## src/rtl/integer_to_ascii_formatter_macros.svh

```systemverilog
// Assertion wrappers for the formatter.
`ifndef INTEGER_TO_ASCII_FORMATTER_MACROS_SVH
`define INTEGER_TO_ASCII_FORMATTER_MACROS_SVH

`ifndef SYNTHESIS
`define ITOA_ASSERT(name, clk, rst, prop) \
  name: assert property (@(posedge clk) disable iff (rst) prop) \
    else $error("itoa_fmt: assertion failed");
`define ITOA_ASSERT_NEXT(name, clk, rst, pre, post) \
  name: assert property (@(posedge clk) disable iff (rst) (pre) |=> (post)) \
    else $error("itoa_fmt: sequence check failed");
`else
`define ITOA_ASSERT(name, clk, rst, prop)
`define ITOA_ASSERT_NEXT(name, clk, rst, pre, post)
`endif

`endif

```

## src/rtl/itoa_fmt_pkg.sv

```systemverilog
package itoa_fmt_pkg;

  localparam int MAX_FIELD = 60;
  localparam int FLD_W     = 6;
  localparam int IN_W      = 56;
  localparam int NDIG      = 11;
  localparam int ND_W      = 4;

  localparam logic [1:0] BASE_DEC = 2'd0;
  localparam logic [1:0] BASE_OCT = 2'd1;
  localparam logic [1:0] BASE_HEX = 2'd2;

  localparam int PH_W = 3;
  localparam logic [PH_W-1:0] PH_PADL = 3'd0;
  localparam logic [PH_W-1:0] PH_LEAD = 3'd1;
  localparam logic [PH_W-1:0] PH_ZERO = 3'd2;
  localparam logic [PH_W-1:0] PH_DIG  = 3'd3;
  localparam logic [PH_W-1:0] PH_PADR = 3'd4;

  localparam logic [7:0] ASCII_SPACE = 8'h20;
  localparam logic [7:0] ASCII_PLUS  = 8'h2B;
  localparam logic [7:0] ASCII_MINUS = 8'h2D;
  localparam logic [7:0] ASCII_0     = 8'h30;
  localparam logic [7:0] ASCII_A_UP  = 8'h41;
  localparam logic [7:0] ASCII_A_LO  = 8'h61;
  localparam logic [7:0] ASCII_X_UP  = 8'h58;
  localparam logic [7:0] ASCII_X_LO  = 8'h78;

  localparam logic [31:0] RECIP10 = 32'hCCCCCCCD;

  typedef struct packed {
    logic            load;
    logic            step;
    logic            calc;
    logic            ph_load;
    logic            emit;
    logic [PH_W-1:0] phase;
  } cmd_t;

  typedef struct packed {
    logic div_last;
    logic empty;
    logic cnt_zero;
    logic cnt_one;
    logic out_free;
  } stat_t;

  function automatic logic [7:0] digit_char(input logic [3:0] d, input logic lower);
    logic [7:0] base_ch;
    base_ch = lower ? ASCII_A_LO : ASCII_A_UP;
    if (d < 4'd10) begin
      digit_char = ASCII_0 + {4'b0, d};
    end else begin
      digit_char = base_ch + {4'b0, d} - 8'd10;
    end
  endfunction

endpackage

```

## src/rtl/itoa_fmt_ctrl.sv

```systemverilog
module itoa_fmt_ctrl (
  input  logic                 clk,
  input  logic                 rst,
  input  logic                 s_tvalid,
  output logic                 s_tready,
  input  itoa_fmt_pkg::stat_t  st,
  output itoa_fmt_pkg::cmd_t   cmd
);

  localparam logic [2:0] S_IDLE = 3'd0;
  localparam logic [2:0] S_CONV = 3'd1;
  localparam logic [2:0] S_CALC = 3'd2;
  localparam logic [2:0] S_NEXT = 3'd3;
  localparam logic [2:0] S_EMIT = 3'd4;

  logic [2:0] state, state_next;
  logic [itoa_fmt_pkg::PH_W-1:0] ph, ph_next;

  always_ff @(posedge clk) begin
    if (rst) begin
      state <= S_IDLE;
      ph    <= itoa_fmt_pkg::PH_PADL;
    end else begin
      state <= state_next;
      ph    <= ph_next;
    end
  end

  always_comb begin
    state_next  = state;
    ph_next     = ph;
    cmd         = '0;
    cmd.phase   = ph;
    s_tready    = 1'b0;
    case (state)
      S_IDLE: begin
        s_tready = 1'b1;
        if (s_tvalid) begin
          cmd.load   = 1'b1;
          state_next = S_CONV;
        end
      end
      S_CONV: begin
        cmd.step = 1'b1;
        if (st.div_last) begin
          state_next = S_CALC;
        end
      end
      S_CALC: begin
        cmd.calc = 1'b1;
        ph_next  = itoa_fmt_pkg::PH_PADL;
        state_next = st.empty ? S_IDLE : S_NEXT;
      end
      S_NEXT: begin
        cmd.ph_load = 1'b1;
        if (!st.cnt_zero) begin
          state_next = S_EMIT;
        end else if (ph == itoa_fmt_pkg::PH_PADR) begin
          state_next = S_IDLE;
        end else begin
          ph_next = ph + 3'd1;
        end
      end
      S_EMIT: begin
        if (st.out_free) begin
          cmd.emit = 1'b1;
          if (st.cnt_one) begin
            if (ph == itoa_fmt_pkg::PH_PADR) begin
              state_next = S_IDLE;
            end else begin
              ph_next    = ph + 3'd1;
              state_next = S_NEXT;
            end
          end
        end
      end
      default: begin
        state_next = S_IDLE;
      end
    endcase
  end

endmodule

```

## config.mk

```make
export PLATFORM = sky130hd
export DESIGN_NAME = itoa_fmt_ctrl
export DESIGN_NICKNAME = d
export VERILOG_FILES = /design/src/rtl/integer_to_ascii_formatter_macros.svh /design/src/rtl/itoa_fmt_pkg.sv /design/src/rtl/itoa_fmt_ctrl.sv
export SDC_FILE = /design/constraint.sdc
export NUM_CORES = 1
export LEC_CHECK = 0
export ABC_AREA = 1
export BUFFER_PORTS_ARGS = -buffer_cell sky130_fd_sc_hd__buf_2
export CORE_AREA = 2 2 39 41
export DETAILED_ROUTE_END_ITERATION = 8
export DIE_AREA = 0 0 41 43
export GPL_TIMING_DRIVEN = 1
export PLACE_DENSITY = 0.62
export RECOVER_POWER = 100
export SLEW_MARGIN = 20
export SYNTH_ARGS = -nofsm -noshare
export SYNTH_HDL_FRONTEND = slang
export SYNTH_SLANG_ARGS = --single-unit
```

## constraint.sdc

```tcl
create_clock -name clk -period 1.2 [get_ports clk]
set_input_delay 0.24 -clock clk [delete_from_list [all_inputs] [get_ports clk]]
set_output_delay 0.24 -clock clk [all_outputs]
set_load 0.1 [all_outputs]
```

==> flow_metrics.tcl <==
set metrics [dict create \
    crit_fanout 5 \
    first_pass_iters 4 \
    hpwl_um 851 \
    slew_viol_final 0 \
    finalSetupViolCount 11 \
    area_growth_pct 101 \
    htreeDepth 1 \
    fin_skew_ns 0.0165 \
    core_um2 1380 \
    critical_path_arrival_ns 1.19 \
    relSlewSlack_pct 86.5 \
    ys_seq_area_share_pct 28.3 \
    chipHeight_um 43 \
    fin_crit_sh_pct 119 \
    clock_latency_ns 0.26 \
    antenna-diode-count 0 \
    worstMarginPinSlew_ns 0.202 \
    max_cap_violations 0 \
    grt_max_degree 7 \
    clkTransAtPathRegs_ns 0.06 \
    grt_usage_pct 15.5 \
    wl_per_cell_um 11.9 \
    cts_buffers 3 \
    fmax_mhz 701 \
    nets 106 \
    leakage_nw 0.370 \
    ant_nets 0 \
    peakVddDrop_mv 0.933 \
    cts_tree "done" \
    wl_um 1320 \
    drive_above_1_share_pct 64.2 \
    fin_crit_ns 1.43 \
    final-instance-count-excl-fill 111 \
    multi_input_area_um2 362 \
    io_buffers 16 \
    initialDrtViolationCount 6 \
    num_vias 512 \
    die_width_um 41 \
    critPathRequiredTime_ns 0.96 \
    antenna_found_initial 0 \
    criticalPathCategory "register to output pin" \
    fin_setup_tns_ns -1.40 \
    vias_per_cell 4.61 \
    cts_buffer_depth 2 \
    root_buffer "clkbuf_4" \
    grt_pass1_wl_um 1860 \
    rsz0062_at_grt "true" \
    fp-row-count 14 \
    ys_warn_count 0 \
    power.density_nw_per_um2 1420 \
    fin_util_pct 61.7 \
    drc 0 \
    crit_path_end_kind "output pin" \
    grt-ovfl-total 0 \
    dp.cells 103 \
    synth_cells 70 \
    dieArea_um2 1760 \
    hp-class "primary input to register" \
    fin_ws_ns -0.226 \
    hold_ws_ns 0.217 \
    status "finished, violations left" \
    io_pins 17 \
    synth.distinct_cells 15 \
    fillers 120 \
    grt_pass1_vias 446 \
    syn_area_um2 424 \
    floorplan.initialDensity_pct 30.7 \
    hold_viol 0 \
    routabilityCongestion 0.760 \
    start_kind "register" \
    dp_slack_ns -0.0266 \
    cts_sinks 6 \
    synth_nets 80 \
    ys_ff_latch 6 \
    regArea_um2 140 \
    synth.avg_cell_area_um2 6.06 \
    violations "setup timing" \
]
-- synthesized netlist by cell type, drive strengths merged --
master  number  area share, %
inv         15             13
a21oi        5            5.9
nor2        11             11
or2          1            1.5
nand3        9             12
ha           2            5.9
xnor2        1            2.1
o21ai        1            1.2
nand2       16             15
nand4        3            4.4
dfxtp        6             28
-- worst paths after layout --
kind	start	to	slack, ns	cells after the start
max reg2reg	state[1]	ph[2]	-0.13	8
min	rst	ph[1]	0.22	2
min reg2reg	ph[2]	ph[2]	0.51	2
max	state[1]	cmd[7]	-0.23	4
-- layout make-up --
| type | instances | area share (%) |
|---|---|---|
| flip-flops and latches | 6 | 16.4 |
| inverters | 15 | 8.21 |
| repair buffers | 21 | 27.6 |
| well taps | 16 | 2.35 |
| multi-input cells | 49 | 42.4 |
| clock buffers | 4 | 3.08 |
-- placed cells by master (no fill, tap or decap) --
cell / netlist / final
inv_1: 14 / 8
nand2_1: 15 / 7
buf_2: 0 / 7
buf_12: 0 / 7
nand2_4: 0 / 5
nand3_1: 8 / 5
dfxtp_4: 0 / 5
nor2_4: 0 / 4
nand2_2: 1 / 4
nor2_2: 2 / 4
clkinvlp_4: 0 / 3
nand3_2: 1 / 3
a21oi_1: 5 / 3
inv_2: 1 / 3
nor2_1: 9 / 3
nand4_1: 3 / 3
clkbuf_4: 0 / 3
buf_6: 0 / 3
buf_4: 0 / 3
a21oi_2: 0 / 2
ha_1: 2 / 2
clkbuf_1: 0 / 2
inv_4: 0 / 1
nand3_4: 0 / 1
o21ai_2: 0 / 1
or2_2: 1 / 1
xnor2_1: 1 / 1
dfxtp_2: 0 / 1
-- routing by layer --
metal | vias up | routed length [um] | global-route usage, %
li1 | 268 | - | -
met1 | 222 | 522 | 21.2
met2 | 17 | 715 | 21.6
met3 | 5 | 63 | 4.71
met4 | 0 | 17 | 7.33
met5 | - | 0 | 0
-- report_power, final --
part	switching [W]	leakage (nW)	internal, W
Combinational	0.000473	0.302	0.000273
Sequential	0.0000362	0.0530	0.000215
Clock	0.0000853	0.0150	0.000127
-- critical path, stage by stage, from the launching register on --
cell and delay (ns):
dfxtp_4 0.37, nor2_4 0.16, nand2_4 0.09, nor2_4 0.12
buf_12 0.18
-- cells by family after synthesis --
logic type | Yosys count | share of synthesized area (%)
AOI/OAI and AO/OA | 6 | 7.08
buffers and inverters | 15 | 13.3
DFF | 6 | 28.3
xor gates and xnor gates | 1 | 2.07
adders and majority gates | 2 | 5.90
and+or+nand+nor | 40 | 43.4
-- registers in the layout, indices dropped and copies added (netlist names) --
register and cells:
ph 3, state 3
-- timing repair --
action | CTS | global route
buffers inserted | 3 | 1
endpoints found under the setup margin | 11 | 11
hold buffers | 0 | 0
pin swaps | 12 | 7
gates resized for setup | 14 | 9
-- per-stage QoR --
step	total power, W	area [um2]
global route	0.00127	853
detailed placement	0.000884	741
CTS	0.00116	833
floorplan	0.000682	498
finish	0.00121	853
global placement	0.000874	741
(Power assumes the default switching activity.)
